## config.mk

```make
export PLATFORM = sky130hd
export DESIGN_NAME = gopm_queue
export DESIGN_NICKNAME = d
export VERILOG_FILES = /design/src/rtl/gopm_pkg.sv /design/src/rtl/gopm_queue.sv
export SDC_FILE = /design/constraint.sdc
export NUM_CORES = 1
export LEC_CHECK = 0
export BUFFER_PORTS_ARGS = -buffer_cell sky130_fd_sc_hd__clkbuf_2
export CAP_MARGIN = 30
export CORE_MARGIN = 1.5
export CORE_UTILIZATION = 50
export DETAILED_ROUTE_END_ITERATION = 7
export GPL_TIMING_DRIVEN = 0
export HOLD_SLACK_MARGIN = 0.02
export PLACE_DENSITY = 0.73
export SETUP_SLACK_MARGIN = 0.3
export SYNTH_ARGS = -nofsm -noshare
export SYNTH_HDL_FRONTEND = slang
export SYNTH_SLANG_ARGS = --single-unit
```

## constraint.sdc

```tcl
create_clock -name clk -period 2.7 [get_ports clk]
set_clock_uncertainty 0.15 [all_clocks]
set_input_delay 0.27 -clock clk [delete_from_list [all_inputs] [get_ports clk]]
set_output_delay 0.27 -clock clk [all_outputs]
set_load 0.01 [all_outputs]
```

## src/rtl/gopm_pkg.sv

```systemverilog
`default_nettype none
// ----------------------------------------------------------------------------
// gopm_pkg
// shared constants, codes and payload types of the guided pair matcher
// ----------------------------------------------------------------------------
package gopm_pkg;

    // table sizes
    localparam int MAX_WORKERS = 1024;
    localparam int MAX_TASKS   = 1024;
    localparam int MAX_BUCKETS = 1024;

    // field widths
    localparam int COUNT_W = 11;
    localparam int IDX_W   = 10;
    localparam int GRID_W  = 11;
    localparam int SLOT_W  = 10;
    localparam int CELL_W  = 10;
    localparam int TOTAL_W = 11;
    localparam int MARK_W  = 2;

    // match total saturates here
    localparam int TOTAL_CAP = 2047;

    // memory address widths
    localparam int WRK_AW = $clog2(MAX_WORKERS);
    localparam int TSK_AW = $clog2(MAX_TASKS);
    localparam int BKT_AW = $clog2(MAX_BUCKETS);

    // clearing pass covers the deepest table
    localparam int WT_DEPTH  = (MAX_WORKERS > MAX_TASKS) ? MAX_WORKERS : MAX_TASKS;
    localparam int CLR_DEPTH = (WT_DEPTH > MAX_BUCKETS) ? WT_DEPTH : MAX_BUCKETS;
    localparam int CLR_W     = $clog2(CLR_DEPTH);

    // bucket arithmetic: slot * grid + cell
    localparam int PROD_W = SLOT_W + GRID_W;
    localparam int BSUM_W = PROD_W + 1;

    // front to back queue
    localparam int QUEUE_DEPTH = 4;
    localparam int QPTR_W      = $clog2(QUEUE_DEPTH);

    typedef enum logic [1:0] {
        OP_LOAD_COUNTS = 2'd0,
        OP_LOAD_PAIR   = 2'd1,
        OP_ARRIVAL     = 2'd2,
        OP_CLEAR       = 2'd3
    } op_t;

    typedef enum logic [1:0] {
        STATUS_OK           = 2'd0,
        STATUS_BAD_BUCKET   = 2'd1,
        STATUS_BAD_POSITION = 2'd2
    } status_t;

    typedef enum logic [MARK_W-1:0] {
        MARK_UNSEEN  = 2'd0,
        MARK_WAITING = 2'd1,
        MARK_MATCHED = 2'd2
    } mark_t;

    typedef struct packed {
        op_t                op;
        logic [IDX_W-1:0]   bucket;
        logic [COUNT_W-1:0] worker_count;
        logic [COUNT_W-1:0] task_count;
        logic [IDX_W-1:0]   guide_worker;
        logic [IDX_W-1:0]   guide_task;
        logic               kind;
        logic [SLOT_W-1:0]  slot;
        logic [CELL_W-1:0]  cell_req;
    } in_t;

    typedef struct packed {
        logic               accepted;
        logic               matched;
        logic [IDX_W-1:0]   position;
        logic [TOTAL_W-1:0] match_total;
        status_t            status;
    } out_t;

    // classified command handed from front to back
    typedef struct packed {
        op_t                op;
        logic               bad_bucket;
        logic               bad_pair;
        logic [BKT_AW-1:0]  bucket;
        logic [COUNT_W-1:0] worker_count;
        logic [COUNT_W-1:0] task_count;
        logic [IDX_W-1:0]   guide_worker;
        logic [IDX_W-1:0]   guide_task;
        logic               kind;
    } cmd_t;

    typedef struct packed {
        logic [COUNT_W-1:0] worker_end;
        logic [COUNT_W-1:0] worker_next;
        logic [COUNT_W-1:0] task_end;
        logic [COUNT_W-1:0] task_next;
    } bucket_word_t;

    typedef struct packed {
        logic             valid;
        logic [IDX_W-1:0] idx;
    } partner_t;

endpackage
`default_nettype wire

```

## src/rtl/gopm_queue.sv

```systemverilog
`default_nettype none
// ----------------------------------------------------------------------------
// gopm_queue
// short command queue between front and back
// ----------------------------------------------------------------------------
module gopm_queue (
    input  wire logic            clk,
    input  wire logic            rst_n,
    input  wire logic            push,
    input  wire gopm_pkg::cmd_t  wdata,
    output logic                 full,
    input  wire logic            pop,
    output gopm_pkg::cmd_t       rdata,
    output logic                 empty
);

    gopm_pkg::cmd_t                  data_reg [gopm_pkg::QUEUE_DEPTH];
    logic [gopm_pkg::QPTR_W-1:0]     wr_ptr_reg;
    logic [gopm_pkg::QPTR_W-1:0]     rd_ptr_reg;
    logic [gopm_pkg::QPTR_W:0]       count_reg;
    logic                            do_push;
    logic                            do_pop;

    assign full    = (count_reg == (gopm_pkg::QPTR_W+1)'(gopm_pkg::QUEUE_DEPTH));
    assign empty   = (count_reg == '0);
    assign do_push = push && !full;
    assign do_pop  = pop && !empty;
    assign rdata   = data_reg[rd_ptr_reg];

    always_ff @(posedge clk or negedge rst_n)
    begin
        if (!rst_n)
        begin
            wr_ptr_reg <= '0;
            rd_ptr_reg <= '0;
            count_reg  <= '0;
        end
        else
        begin
            if (do_push)
            begin
                wr_ptr_reg <= wr_ptr_reg + 1'b1;
            end
            if (do_pop)
            begin
                rd_ptr_reg <= rd_ptr_reg + 1'b1;
            end
            if (do_push && !do_pop)
            begin
                count_reg <= count_reg + 1'b1;
            end
            else if (do_pop && !do_push)
            begin
                count_reg <= count_reg - 1'b1;
            end
        end
    end

    always_ff @(posedge clk)
    begin
        if (do_push)
        begin
            data_reg[wr_ptr_reg] <= wdata;
        end
    end

endmodule
`default_nettype wire

```

==> results.md <==
- Die X: 135 um
- Clk buf depth: 3
- Starting Density: between 50% and 60%
- Slew headroom: 40.1%
- Clock latency on the worst-skew pair: 0.49 ns
- Unique cell type count in the Yosys netlist: 21
- Endpoint class of the critical path: output port
- Synthesized Nets: 401
- # port buffers: between 100 and 150
- First-pass GRT wire length: 23.6 mm
- Mean post-synth cell area: approximately 26 sq um
- Fin cells: 776
- Max Cap Viol: 0
- # DRC: 0
- R2R Path Start: count_reg[0]
- CTS tree: built
- Final min period: ~2.3 ns
- Ant diodes: 0
- Post-Route WL: roughly 15 mm
- Footprint of the multi-input gates: approximately 1500 sq um
- Routed vias: 4039
- Gp weighted congestion: 0.646
- CP Launch Type: register
- Die Ht: 135 um
- CP dominant cell by count: buf_12
- Pre-antenna DRT Iters: 4
- Via density: 5.20
- GRT Residual Overflow: 0
- Fill count: roughly 1100
- CP cell instances: buf_6 > buf_12 > buf_12 > mux4_2 > clkbuf_2
- CP Launch Point: rd_ptr_reg[0]
- Net Sw Power: 0.00322 W
- Register area: approximately 7000 sq um
- Crit Path Max Fanout: 10
- Combinational share of power: between 30 and 40%
- P&R area growth vs syn: 25.3%
- Max reg flops: ~230
- Slowest stage delay, CP: 0.52 ns
- Slew Limit Fails: 0
- Die footprint: 18100 sq um
- Share of power burned in registers: 44.4%
- Final period util: between 80 and 90%
- Post-Syn Area: 8650 sq um
- Crit path max-delay family: buffers and inverters
- Yosys reg bits: 235
- Peak VDD IR: about 700 uV
- Nets@finish: around 610
- Clock share of power: between 20% and 30%
- Hold_sp: push
- Clock sink total: roughly 240
- Hold WC Path Type: in -> reg
- Slowest-stage cell, CP: mux4_2
- Synth warnings: 0
- Worst slew pin tran: 0.898 ns
- CTS H-tree lvls: 1
- CTS root buf: clkbuf_16
- Setup violators final: 0
- P per Cell Area: 1040 nW/um^2
- Placed insts: 673
- I/O pins: 120
- All-Layer GR Usage: 17.2%
- Fmax: 0.431 GHz
- Outcome: finished, final reports clean
- Leakage: 3.82 nW
- RSZ-0062 raised after global routing: false
- CP required: 2.28 ns
- DRT iter0 DRCs: around 220
- Hold Fails Final Rpt: 0
- WS Path Type: reg -> out
- HPWL Detailed: a little under 9 mm
- Pwr Total: between 0.01 and 0.015 W
- Switch share: 28.4%
- Vias in the first global route: 4439
- Initial antenna violation count: 0
- Pint: 0.00810 W
- Post-Syn Instances: approximately 330
- Largest net degree at the start of global routing: 58
- TritonCTS Buffers: 23
- Final core occ: between 60% and 70%
- Worst path bufs/invs: 4
- Core ar.: 16800 sq um
- Num rows: 47
- Routed Antenna Nets: 0
- Worst-path clk slew: roughly 0.060 ns
- Routed length per instance: 19.3 um
- Layout cells sized above 1: 41.4%
- Worst EP arrival: 1.90 ns
- Seq/Total Area, Yosys: 81.1%
## cells in the final DEF, fill, tap and decap left out, types with 5 or more instances in the layout
cell / n
buf_6: 5
clkbuf_16: 23
dlygate4sd3_1: 60
dfrtp_1: 6
mux4_2: 57
edfxtp_1: 228
clkbuf_1: 6
clkbuf_2: 119
clkinv_1: 7
clkinv_2: 5
## worst min-delay path: cells and delay by family
family | cells | cell delay (ns)
simple gates | 1 | 0.10
buf+inv | 2 | 0.27
xor+xnor | 1 | 0.08
## synthesized netlist by cell type
cell type / n / area (sq um)
nor3b_2: 1 / 12.5
inv_1: 4 / 15.0
or3_1: 1 / 6.26
buf_1: 3 / 11.3
dfrtp_1: 7 / 175
xnor2_1: 4 / 35.0
buf_4: 4 / 30.0
xor2_1: 2 / 17.5
and2_1: 4 / 25.0
fa_1: 1 / 20.0
buf_12: 2 / 40.0
nor2b_1: 1 / 6.26
buf_6: 1 / 11.3
edfxtp_1: 228 / 6850
nand2_1: 1 / 3.75
mux4_2: 57 / 1280
buf_2: 4 / 20.0
ha_1: 5 / 62.6
mux2_2: 2 / 22.5
nor2_1: 1 / 3.75
nand3_1: 1 / 5.00
## kinds of logic after synthesis
logic type / Yosys count / share of synthesized area (%)
mux: 59 / 15.1
xor+xnor: 6 / 0.607
fa+ha+maj: 6 / 0.954
simple gates: 10 / 0.723
buf+inv: 18 / 1.47
flops: 235 / 81.1
## timing repair
action / 4_1_cts / 5_1_grt
pin swaps: 0 / 1
endpoints found under the hold margin: 237 / 0
gates resized for setup: 5 / 9
setup endpoints to repair: 49 / 28
buffers inserted: 2 / 0
cloned: 0 / 0
hold buffers: 60 / 0
## power by group through the flow
stage	sequential [W]	combinational [W]	clock (W)
after CTS	0.00503	0.00360	0.00284
after global placement	0.00507	0.00338	0
final	0.00502	0.00353	0.00276
after detailed placement	0.00511	0.00345	0
after global routing	0.00509	0.00385	0.00297
after floorplan	0.00503	0.00227	0
## routing by layer
layer	wire length [um]	track usage [%]	part of all wire [%]	up-vias
met5	0	0	0	-
met4	240	4.18	1.6	0
met3	836	3.57	5.6	21
met2	7630	29.8	51	119
met1	6280	22.7	42	2060
li1	-	-	-	1839
## stage by stage
stage | setup WS (ns) | area [sq um] | hold slack (ns) | TNS (ns)
floorplan | 0.569 | 8660 | -0.176 | 0
global placement | -0.0292 | 9530 | -0.0398 | -4.22
detailed placement | 0.383 | 9530 | -0.0288 | 0
CTS | 0.290 | 10800 | 0.100 | 0
global route | 0.304 | 10800 | 0.192 | 0
finish | 0.380 | 10800 | 0.119 | 0
## final cells by class
cell class              instances  area share [%]
flip-flops and latches        235            64.7
repair buffers                181            11.3
clock buffers                  29            5.51
plain buffers                  14            1.28
multi-input cells              81            14.0
clock inverters                12           0.473
inverters                       4           0.138
well taps                     220            2.54
## worst paths after layout
kind	endpoint	slack, ns	cells past startpoint
max	rdata[33]	0.38	5
min	wr_ptr_reg[0]	0.12	4
max reg2reg	count_reg[2]	0.45	8
min reg2reg	count_reg[2]	0.35	1
max in group asynchronous	count_reg[0]	1.51	3
min in group asynchronous	rd_ptr_reg[0]	0.61	3
Power figures use the tool's default switching activity.
