--- src/rtl/gopm_pkg.sv ---
`default_nettype none
// ----------------------------------------------------------------------------
// gopm_pkg
// shared constants, codes and payload types of the guided pair matcher
// ----------------------------------------------------------------------------
package gopm_pkg;

    // table sizes
    localparam int MAX_WORKERS = 1024;
    localparam int MAX_TASKS   = 1024;
    localparam int MAX_BUCKETS = 1024;

    // field widths
    localparam int COUNT_W = 11;
    localparam int IDX_W   = 10;
    localparam int GRID_W  = 11;
    localparam int SLOT_W  = 10;
    localparam int CELL_W  = 10;
    localparam int TOTAL_W = 11;
    localparam int MARK_W  = 2;

    // match total saturates here
    localparam int TOTAL_CAP = 2047;

    // memory address widths
    localparam int WRK_AW = $clog2(MAX_WORKERS);
    localparam int TSK_AW = $clog2(MAX_TASKS);
    localparam int BKT_AW = $clog2(MAX_BUCKETS);

    // clearing pass covers the deepest table
    localparam int WT_DEPTH  = (MAX_WORKERS > MAX_TASKS) ? MAX_WORKERS : MAX_TASKS;
    localparam int CLR_DEPTH = (WT_DEPTH > MAX_BUCKETS) ? WT_DEPTH : MAX_BUCKETS;
    localparam int CLR_W     = $clog2(CLR_DEPTH);

    // bucket arithmetic: slot * grid + cell
    localparam int PROD_W = SLOT_W + GRID_W;
    localparam int BSUM_W = PROD_W + 1;

    // front to back queue
    localparam int QUEUE_DEPTH = 4;
    localparam int QPTR_W      = $clog2(QUEUE_DEPTH);

    typedef enum logic [1:0] {
        OP_LOAD_COUNTS = 2'd0,
        OP_LOAD_PAIR   = 2'd1,
        OP_ARRIVAL     = 2'd2,
        OP_CLEAR       = 2'd3
    } op_t;

    typedef enum logic [1:0] {
        STATUS_OK           = 2'd0,
        STATUS_BAD_BUCKET   = 2'd1,
        STATUS_BAD_POSITION = 2'd2
    } status_t;

    typedef enum logic [MARK_W-1:0] {
        MARK_UNSEEN  = 2'd0,
        MARK_WAITING = 2'd1,
        MARK_MATCHED = 2'd2
    } mark_t;

    typedef struct packed {
        op_t                op;
        logic [IDX_W-1:0]   bucket;
        logic [COUNT_W-1:0] worker_count;
        logic [COUNT_W-1:0] task_count;
        logic [IDX_W-1:0]   guide_worker;
        logic [IDX_W-1:0]   guide_task;
        logic               kind;
        logic [SLOT_W-1:0]  slot;
        logic [CELL_W-1:0]  cell_req;
    } in_t;

    typedef struct packed {
        logic               accepted;
        logic               matched;
        logic [IDX_W-1:0]   position;
        logic [TOTAL_W-1:0] match_total;
        status_t            status;
    } out_t;

    // classified command handed from front to back
    typedef struct packed {
        op_t                op;
        logic               bad_bucket;
        logic               bad_pair;
        logic [BKT_AW-1:0]  bucket;
        logic [COUNT_W-1:0] worker_count;
        logic [COUNT_W-1:0] task_count;
        logic [IDX_W-1:0]   guide_worker;
        logic [IDX_W-1:0]   guide_task;
        logic               kind;
    } cmd_t;

    typedef struct packed {
        logic [COUNT_W-1:0] worker_end;
        logic [COUNT_W-1:0] worker_next;
        logic [COUNT_W-1:0] task_end;
        logic [COUNT_W-1:0] task_next;
    } bucket_word_t;

    typedef struct packed {
        logic             valid;
        logic [IDX_W-1:0] idx;
    } partner_t;

endpackage
`default_nettype wire

--- src/rtl/gopm_front.sv ---
`default_nettype none
// ----------------------------------------------------------------------------
// gopm_front
// input stage: takes items, works out the bucket and classifies range faults
// ----------------------------------------------------------------------------
module gopm_front (
    input  wire logic                         clk,
    input  wire logic                         rst_n,
    input  wire logic                         push,
    input  wire gopm_pkg::in_t                item,
    output logic                              full,
    input  wire logic                         cfg_we,
    input  wire logic [gopm_pkg::GRID_W-1:0]  cfg_data,
    input  wire logic                         clearing,
    input  wire logic                         q_full,
    output logic                              q_push,
    output gopm_pkg::cmd_t                    q_wdata
);

    logic                             f_valid_reg;
    logic                             f_valid_next;
    gopm_pkg::in_t                    f_item_reg;
    logic [gopm_pkg::PROD_W-1:0]      f_prod_reg;
    logic [gopm_pkg::GRID_W-1:0]      grid_reg;
    logic                             accept;
    logic [gopm_pkg::BSUM_W-1:0]      bsum;

    assign full   = clearing || (f_valid_reg && q_full);
    assign accept = push && !full;
    assign q_push = f_valid_reg && !q_full;

    always_comb
    begin
        f_valid_next = f_valid_reg;
        if (accept)
        begin
            f_valid_next = 1'b1;
        end
        else if (q_push)
        begin
            f_valid_next = 1'b0;
        end
    end

    always_ff @(posedge clk or negedge rst_n)
    begin
        if (!rst_n)
        begin
            f_valid_reg <= 1'b0;
            grid_reg    <= gopm_pkg::GRID_W'(1);
        end
        else
        begin
            f_valid_reg <= f_valid_next;
            if (cfg_we)
            begin
                grid_reg <= cfg_data;
            end
        end
    end

    // slot times grid count is registered with the item
    always_ff @(posedge clk)
    begin
        if (accept)
        begin
            f_item_reg <= item;
            f_prod_reg <= gopm_pkg::PROD_W'(item.slot) * gopm_pkg::PROD_W'(grid_reg);
        end
    end

    always_comb
    begin
        bsum = gopm_pkg::BSUM_W'(f_prod_reg) + gopm_pkg::BSUM_W'(f_item_reg.cell_req);
        q_wdata.op           = f_item_reg.op;
        q_wdata.worker_count = f_item_reg.worker_count;
        q_wdata.task_count   = f_item_reg.task_count;
        q_wdata.guide_worker = f_item_reg.guide_worker;
        q_wdata.guide_task   = f_item_reg.guide_task;
        q_wdata.kind         = f_item_reg.kind;
        q_wdata.bad_pair     = (f_item_reg.guide_worker >= gopm_pkg::MAX_WORKERS)
                            || (f_item_reg.guide_task >= gopm_pkg::MAX_TASKS);
        if (f_item_reg.op == gopm_pkg::OP_ARRIVAL)
        begin
            q_wdata.bad_bucket = (bsum >= gopm_pkg::MAX_BUCKETS);
            q_wdata.bucket     = bsum[gopm_pkg::BKT_AW-1:0];
        end
        else
        begin
            q_wdata.bad_bucket = (f_item_reg.bucket >= gopm_pkg::MAX_BUCKETS);
            q_wdata.bucket     = f_item_reg.bucket[gopm_pkg::BKT_AW-1:0];
        end
    end

endmodule
`default_nettype wire

--- config.mk ---
export PLATFORM = sky130hd
export DESIGN_NAME = gopm_front
export DESIGN_NICKNAME = d
export VERILOG_FILES = /design/src/rtl/gopm_pkg.sv /design/src/rtl/gopm_front.sv
export SDC_FILE = /design/constraint.sdc
export NUM_CORES = 1
export LEC_CHECK = 0
export BUFFER_PORTS_ARGS = -buffer_cell sky130_fd_sc_hd__clkbuf_2
export CAP_MARGIN = 20
export CORE_MARGIN = 4
export CORE_UTILIZATION = 25
export CTS_BUF_LIST = sky130_fd_sc_hd__clkbuf_2
export DETAILED_ROUTE_END_ITERATION = 10
export GPL_TIMING_DRIVEN = 1
export PLACE_DENSITY = 0.54
export SLEW_MARGIN = 40
export SYNTH_ARGS = -nofsm -noshare
export SYNTH_HDL_FRONTEND = slang
export SYNTH_SLANG_ARGS = --single-unit
--- constraint.sdc ---
create_clock -name clk -period 12.48 [get_ports clk]
set_input_delay 1.872 -clock clk [delete_from_list [all_inputs] [get_ports clk]]
set_output_delay 1.872 -clock clk [all_outputs]
set_load 0.01 [all_outputs]
==> results.txt, run 1 <==
The flow ran to the end, and the final reports show no timing, DRC or antenna violations. The type of element launching the critical path is a primary input. The via count of the first global-routing pass came out at 5,125. The area of the core came out at 30,670 um2. The clock-pin transition on the worst setup and hold timing paths is 350 ps.

The switching part of the total power came out at 0.4425. The worst voltage drop across the vdd grid came out at between 0.0001 and 0.00015 V. The number of placement rows came out at 64. The total vias in the final route is between 5,000 and 6,000. The relative contribution of sequential cells to total power is 0.279. The top-level port count is roughly 150. In this run the horizontal extent of the chip is 184.7 um. The TritonCTS sink count came out at 98. The first global-routing pass estimated ~27,000 um of wire.

The layout cell share with drive strength beyond 1 is 0.2415. The area used by sequential logic in the layout is a little under 3000 um2. The post-detailed-route wirelength per cell is 14.38 um. The number of synthesized flops with an enable pin is 86.

By area the synthesized netlist is led by sky130_fd_sc_hd__edfxtp_1 (33%), sky130_fd_sc_hd__fa_1 (18%), sky130_fd_sc_hd__ha_1 (11%). The maximum clock skew at final layout is around 62 ps. In this run the clock root is driven by a sky130_fd_sc_hd__clkbuf_2. The total of fill cells in the finished design came out at approximately 3,200. The final worst slack is 6175 ps.

For the final routed database, the setup TNS stands at 0 ps. The synthesized design contains between 90 and 100 register bits. The final count of pins violating max slew came out at 0. The number of maximum-capacitance constraint violations came out at 0. The die covers around 34,000 um2. The number of hold violations in the final report came to 0. A synthesized cell averages 11.15 um2. Timing analysis after detailed placement gives a worst setup slack of between 5000 and 6000 ps.

The power per cell area is 202.1 nW/um2. The reg-to-reg startpoint is grid_reg[0]. The actual transition at the worst max-transition pin came out at around 600 ps. The register with the most flip-flops in the layout has 45 of them.

The total of warnings raised by yosys came out at 0. The endpoint required time on the critical path came out at approximately 13,000 ps. The normalized max-slew margin came out at 0.5881.

Internal power comes to just under 1 mW. The number of nets produced by synthesis came out at 929. TritonCTS built the clock tree. The fraction of the yosys area taken by sequential cells came out at 0.3696. Setup repair after global routing left no endpoint under its margin.

The worst hold slack is between 500 and 600 ps. For this run, the top clock speed supported by timing is about 0.16 GHz. The count of final setup violators came out at 0. Entering global routing, the biggest net connects 69 pins. The post-synthesis cell area is roughly 7800 um2. The total power after layout came out at roughly 1.8 mW. Synthesis instantiated between 50 and 60 different standard cells from the library. Of the total power, the clock network draws 0.107.

The count of instances resized after the clock tree is built is 0. By startpoint and endpoint, the worst setup path is classified as in2reg. In this run the worst hold path is classified as reg2reg.

Once the clock tree was built, the setup fixing pass inserted 0 buffers. The count of TritonRoute iterations in the first routing pass came out at 5. The end-of-flow core utilization came out at 0.2857. After detailed routing, the total wire length is around 17,000 um. The launching element of the worst setup path is item[13]. The sum of overflow across all layers after global routing is 0. The static leakage is approximately 4 nW.

The final period utilization is 0.5052. Counting instances in the post-synthesis netlist gives the leading cell types as sky130_fd_sc_hd__edfxtp_1 (86), sky130_fd_sc_hd__inv_1 (81), sky130_fd_sc_hd__fa_1 (71). The synthesis-to-finish area growth is 12.28%. The number of antenna violations at the first check in global routing was 0. The area share of the largest cell type after synthesis is 0.3309.

The detailed-route vias per instance is between 4 and 5. The worst-case clock buffer depth is 2. The number of port buffers is about 150. The number of buffers added by the clock tree synthesis step is 9.

The multi-input combinational cells in the finished layout cover a total of 4182 um2. The final layout net count is just over 1,000. The initial utilization of the core area, before any placement, comes to 0.2544. The worst hold path begins at f_valid_reg.

For this block, the initial DRC count from the detailed router was 307. The clock latency on the worst-skew pair is approximately 680 ps. Once detail routing completed, the nets flagged for antenna violations numbered 0.

Across every metal layer, demand over resource in global routing totals 0.1002. The critical path capture point type is a flip-flop. The largest total area in the synthesized netlist belongs to sky130_fd_sc_hd__edfxtp_1. At the end of routability-driven placement, the weighted congestion stood at a little under 0.8. The post-synthesis async set-or-reset flop share is 0.1224. The H-tree depth came out at 3. The number of DRC violations after detailed routing came out at 0.

The worst path arrival time is 6760 ps. The most common cell in the synthesized netlist is sky130_fd_sc_hd__edfxtp_1. The final period demand of the worst path is 6305 ps. Among all flip-flop cells after synthesis, the most frequent one is sky130_fd_sc_hd__edfxtp_1. Counting every instance in the synthesized netlist gives 700. The number of hold buffers added after CTS is 0. The combinational share of power came out at 0.615.

The number of antenna repair diodes came out at 0. The net switching power figure came out at around 0.8 mW. In this run the worst path has a maximum fanout of 11. The die height came out at 184.7 um.

Once detailed placement completed, the half-perimeter wirelength came to between 10,000 and 15,000 um.
cell type report:
type / count / share of cell area
multi-input combinational: 450 / 0.4772
sequential: 98 / 0.3291
timing repair buffer: 150 / 0.08639
tap: 396 / 0.05655
inverter: 81 / 0.03470
clock inverter: 7 / 0.01085
clock buffer: 9 / 0.005141
metrics by stage:
stage	area [um2]	instances
finish	8762	1191
global route	8762	1191
CTS	8756	1191
detailed placement	8616	1175
global placement	8616	1175
floorplan	7804	700
kinds of logic (layout without fill, tap and decap cells):
family | after synthesis | count (layout) | share of synthesized area
buf+inv | 152 | 247 | 0.09524
xor+xnor | 24 | 24 | 0.02694
simple gates | 187 | 187 | 0.1233
other cells | 1 | 1 | 0.0004805
mux | 15 | 15 | 0.02116
compound gates | 86 | 86 | 0.07536
fa+ha+maj | 137 | 137 | 0.2880
flops | 98 | 98 | 0.3696
layer usage:
layer / global-route usage / part of all wire / vias to the layer above
met2: 0.1584 / 0.44 / 175
met3: 0.01875 / 0.079 / 18
li1: - / - / 2464
met4: 0.02672 / 0.014 / 0
met5: 0 / 0 / -
met1: 0.1418 / 0.46 / 2492
power groups by stage:
stage / sequential, mW / clock (mW) / combinational [mW]
3_5_place_dp: 0.502 / 0 / 1.10
6_report: 0.493 / 0.189 / 1.09
2_1_floorplan: 0.481 / 0 / 0.883
3_3_place_gp: 0.503 / 0 / 1.10
4_1_cts: 0.495 / 0.201 / 1.11
5_1_grt: 0.501 / 0.213 / 1.27
layout by cell type (no fill, tap or decap), types with 3 or more instances in the layout:
| cell type | netlist | routed |
|---|---|---|
| sky130_fd_sc_hd__a211oi_1 | 4 | 4 |
| sky130_fd_sc_hd__a21o_1 | 9 | 9 |
| sky130_fd_sc_hd__a21oi_1 | 18 | 18 |
| sky130_fd_sc_hd__a31oi_1 | 3 | 3 |
| sky130_fd_sc_hd__and2_1 | 69 | 68 |
| sky130_fd_sc_hd__and3_1 | 3 | 3 |
| sky130_fd_sc_hd__clkbuf_2 | 0 | 158 |
| sky130_fd_sc_hd__dfrtp_1 | 11 | 11 |
| sky130_fd_sc_hd__edfxtp_1 | 86 | 86 |
| sky130_fd_sc_hd__fa_1 | 71 | 71 |
| sky130_fd_sc_hd__ha_1 | 66 | 66 |
| sky130_fd_sc_hd__inv_1 | 81 | 81 |
| sky130_fd_sc_hd__inv_8 | 0 | 3 |
| sky130_fd_sc_hd__mux2_2 | 12 | 12 |
| sky130_fd_sc_hd__mux2i_1 | 3 | 3 |
| sky130_fd_sc_hd__nand2_1 | 66 | 66 |
| sky130_fd_sc_hd__nand2b_1 | 6 | 5 |
| sky130_fd_sc_hd__nand3_1 | 5 | 5 |
| sky130_fd_sc_hd__nor2_1 | 15 | 15 |
| sky130_fd_sc_hd__nor2b_1 | 4 | 4 |
| sky130_fd_sc_hd__nor3_1 | 8 | 8 |
| sky130_fd_sc_hd__o21ai_0 | 18 | 18 |
| sky130_fd_sc_hd__o21ai_1 | 3 | 3 |
| sky130_fd_sc_hd__o21bai_1 | 8 | 8 |
| sky130_fd_sc_hd__o31ai_1 | 4 | 4 |
| sky130_fd_sc_hd__or2_2 | 5 | 5 |
| sky130_fd_sc_hd__xnor2_1 | 15 | 15 |
| sky130_fd_sc_hd__xor2_1 | 9 | 9 |
worst paths after layout:
path,endpoint,slack [ps],cells after the start
max in group asynchronous,grid_reg[0],11210,1
setup / recovery,f_prod_reg[19],6170,19
hold reg to reg,f_valid_reg,550,1
hold / removal,f_valid_reg,550,1
setup reg to reg,f_prod_reg[17],6850,16
min in group asynchronous,grid_reg[10],990,1
critical path, stage by stage:
cell and delay [ps]:
sky130_fd_sc_hd__clkbuf_2 230, sky130_fd_sc_hd__nand2_1 120, sky130_fd_sc_hd__fa_1 550, sky130_fd_sc_hd__inv_1 50, sky130_fd_sc_hd__fa_1 500, sky130_fd_sc_hd__inv_1 50
sky130_fd_sc_hd__fa_1 480, sky130_fd_sc_hd__inv_1 50, sky130_fd_sc_hd__fa_1 530, sky130_fd_sc_hd__inv_1 50, sky130_fd_sc_hd__fa_1 530, sky130_fd_sc_hd__inv_1 40
sky130_fd_sc_hd__ha_1 330, sky130_fd_sc_hd__o2111a_1 240, sky130_fd_sc_hd__o21a_1 160, sky130_fd_sc_hd__a211oi_1 100, sky130_fd_sc_hd__o31ai_1 520, sky130_fd_sc_hd__a31oi_1 190
sky130_fd_sc_hd__xnor2_1 160
No activity file was read; power rests on OpenSTA's default activity.
==> run 2: changes to the inputs <==
--- a/config.mk
+++ b/config.mk
@@ -5,6 +5,7 @@
 export SDC_FILE = /design/constraint.sdc
 export NUM_CORES = 1
 export LEC_CHECK = 0
+export ABC_AREA = 1
 export BUFFER_PORTS_ARGS = -buffer_cell sky130_fd_sc_hd__clkbuf_2
 export CAP_MARGIN = 20
 export CORE_MARGIN = 4
==> constraint.sdc (replaced) <==
create_clock -name clk -period 6.09 [get_ports clk]
set_input_delay 0.9135 -clock clk [delete_from_list [all_inputs] [get_ports clk]]
set_output_delay 0.9135 -clock clk [all_outputs]
set_load 0.01 [all_outputs]
==> results.txt, run 2 <==
Timing analysis after detailed placement gives a worst setup slack of 509.6 ps. The endpoint required time on the critical path is roughly 6500 ps. The top cell types in the final layout, fill and taps aside, are sky130_fd_sc_hd__nand2_1 (227), sky130_fd_sc_hd__inv_1 (184), sky130_fd_sc_hd__clkbuf_2 (159), sky130_fd_sc_hd__edfxtp_1 (86), sky130_fd_sc_hd__fa_1 (71). The number of synthesized flops with an enable pin is 86. The type of element launching the critical path is a flip-flop. The number of storage elements in the synthesis netlist came out at between 90 and 100. The total of warnings raised by yosys came out at 0. The number of hold buffers added after CTS is 0.

The static leakage is a little under 5 nW. The total non-filler cell area in the finished layout is roughly 9300 um2. Of the cells placed in the final design, the portion with a size suffix greater than 1 is 0.2022. The number of unique standard cell types used by synthesis is a little over 40. The final period demand of the worst path is roughly 5100 ps. Compared with the post-synthesis result, the final layout area differs by 11.69%. The detailed placer's ending HPWL came out at 15,020 um. The highest fanout seen on the critical path came out at 11.

The most common cell in the synthesized netlist is sky130_fd_sc_hd__nand2_1. Setup repair after global routing left no endpoint under its margin. The worst hold path class is in2async.

From bottom edge to top edge, the die measures approximately 190 um. The top-level port count is 151. The cell type with the highest aggregate area in the netlist is sky130_fd_sc_hd__edfxtp_1. The actual transition at the worst max-transition pin is ~800 ps. The number of DRC violations after detailed routing came out at 0. TritonCTS built the clock tree.

The first TritonRoute pass finished after 6 iterations. At the worst endpoint, the arrival time is roughly 5500 ps. By area, the combinational part of the netlist is dominated by adder cells. The worst voltage drop across the vdd grid came out at 0.0002558 V. The placed instance area is between 9000 and 10,000 um2. The library cell used most frequently in the layout, excluding fill and tap cells, is sky130_fd_sc_hd__nand2_1. Setup slack closes at roughly 1000 ps. In the synthesized netlist the dominant register cell turns out to be sky130_fd_sc_hd__edfxtp_1. The worst setup path is of the reg2reg kind. The cell chosen for the clock root is sky130_fd_sc_hd__clkbuf_2. The post-route non-filler standard cell count is ~1,400. The post-CTS repair timing setup buffer count came out at 0. The combined global-route utilization of all metal layers is 0.1057. The gate family responsible for the most delay along the worst path is adder cells.

The path length in cells of the critical path is 19. The placer's final routability congestion estimate is just under 0.9. The area of the core is around 33,000 um2. The final wirelength is between 15,000 and 20,000 um. CTS built an H-tree with a depth of 3. After synthesis, the cell types taking the most area are sky130_fd_sc_hd__edfxtp_1 (31%), sky130_fd_sc_hd__fa_1 (17%), sky130_fd_sc_hd__nand2_1 (10%). The number of hold violations in the final report is 0. The pin count of the biggest net entering global routing came out at 61. The end-of-flow core utilization is 0.2836.

The critical path ends at f_prod_reg[19]. The flip-flop count of the largest register after layout came out at 45. The residual antenna-violating net count after detailed routing came out at 0. After clock tree synthesis, the clock-pin slew on the worst setup and hold paths is ~300 ps. The post-synthesis async set-or-reset flop share came out at 0.1224. The gate count after technology mapping came out at 903. The highest metal layer carrying signal wires in the routed design is met4. Dividing total power by cell area gives a power density of roughly 400 nW/um2.

For this design, the slowest cell found on the critical path is sky130_fd_sc_hd__dfrtp_1. The normalized max-slew margin is 0.4640. The run finished with clean final reports. The worst register-to-register path ends at f_prod_reg[19].

From left edge to right edge, the die measures ~190 um. The routed length on met1 is approximately 8400 um. Dividing the final minimum period by the clock period gives 0.8358.

The post-synthesis mux area share is 0.01495. The accumulated negative setup slack is 0 ps. The worst-case clock buffer depth came out at 2. The reg-to-reg startpoint is grid_reg[5]. The count of final setup violators is 0. The met2 wire length came out at between 8000 and 9000 um. The count of buffering cells on the critical path with inverters included came out at 5. The worst setup path is captured at a flip-flop. The fraction of the yosys area taken by sequential cells is 0.3482.

The worst hold slack came out at between 150 and 200 ps. The detailed-route vias per instance came out at around 4. The via count of the first global-routing pass came out at 5,984. In this run, CTS created clock tree buffers numbering 9. The post-detailed-route wirelength per cell is around 13 um. The clock latency on the worst-skew pair is 640 ps. The post-synthesis share of cell area spent on xor and xnor gates came out at 0.02855. The final count of pins violating max slew is 0. The initial utilization of the core area, before any placement, comes to 0.2539.

The sum of overflow across all layers after global routing came out at 0. The most critical setup path has its startpoint at grid_reg[5]. In the synthesized netlist, the cells that appear most often are sky130_fd_sc_hd__nand2_1 (227), sky130_fd_sc_hd__inv_1 (184), sky130_fd_sc_hd__edfxtp_1 (86). The amount of wire on met3 after detailed routing is 1178 um.

The total power after layout is approximately 3.8 mW. The delay contributed by the slowest stage of the critical path is around 730 ps. The depth of the worst register-to-register path is 19. The tree built by TritonCTS fans out to approximately 100 sinks. The number of port buffers is 149. The number of nets produced by synthesis is around 1,100. The setup slack of the most critical reg-to-reg path came out at approximately 1000 ps. The adder-cell share of the synthesized area came out at 0.2713. The area share of the largest cell type after synthesis came out at 0.3118. The area fraction in and, or, nand and nor cells after synthesis is 0.1582. The number of maximum-capacitance constraint violations came out at 0. The count of instances resized after the clock tree is built is 0. The clock arrives with between 40 and 50 ps of skew. The full die area came out at approximately 36,000 um2.

In the final design database the tool counted ~1,200 nets. Walking the worst path, the cells encountered are nand2_1, fa_1, inv_1, fa_1, inv_1, fa_1, inv_1, fa_1, inv_1, fa_1, inv_1, ha_1, a21oi_1, o21ai_0, a21oi_1, o21ai_1, nand2_1, nand3_1, xor2_1. The synthesized-area fraction occupied by ao, oa, aoi and oai cells is 0.03807.

The total vias in the final route came out at roughly 5,800. After synthesis, the mean cell area works out to between 9 and 10 um2. The number of placement rows is 66. The post-synthesis cell area is roughly 8300 um2. The instance count after placement with tap cells included is roughly 1,400. The number of antenna violations at the first check in global routing came out at 1.

The wire length of the first global-routing pass came out at 30,440 um. The maximum clock rate is ~0.20 GHz. The DRC marker count from the first detailed-route iteration is about 260.
-- run 2: cell types whose count changed after synthesis, sizes merged, moves of 6 or more --
cell	delta
nand2	+169
inv	+110
and2	-68
nand3	+24
nor2	+14
a21o	-8
a21oi	+6
nand2b	-6
-- run 2: cell families (layout without fill, tap and decap cells) --
logic type	after synthesis	in the layout
adder cells (fa/ha/maj)	137	137
buffers and inverters	261	357
other	1	2
XOR/XNOR	27	27
AND/OR/NAND/NOR	313	313
AO/OA/AOI/OAI	55	55
multiplexers	11	11
flip-flops	98	98
-- run 2: layer usage --
metal | track usage | vias up
met5 | 0 | -
met1 | 0.1393 | 2696
met3 | 0.02642 | 15
met2 | 0.1737 | 126
met4 | 0.02894 | 0
li1 | - | 2928
-- run 2: area by class of cell --
cell class | instances | area (um2)
diodes | 1 | 2.502
clock buffers | 10 | 50.05
clock inverters | 6 | 47.55
fillers | 3519 | 23370
inverters | 191 | 716.9
multi-input cells | 544 | 4244
flip-flops and latches | 98 | 2884
well taps | 442 | 553.0
repair buffers | 150 | 753.2
-- run 2: how the worst min path moves through the flow --
stage | startpoint | endpoint | slack, ps | cells past startpoint
2_1_floorplan | f_valid_reg | f_valid_reg | 470 | 2
3_3_place_gp | f_valid_reg | f_valid_reg | 500 | 2
3_5_place_dp | f_valid_reg | f_valid_reg | 520 | 2
4_1_cts | rst_n | grid_reg[2] | 60 | 1
5_1_grt | rst_n | grid_reg[2] | 70 | 1
6_report | rst_n | grid_reg[10] | 150 | 1
-- run 2: power breakdown --
part	switching, mW	internal [mW]	leakage (nW)
logic	1.51	0.966	3.88
clock network	0.249	0.0617	0.0686
registers	0.0913	0.936	0.941
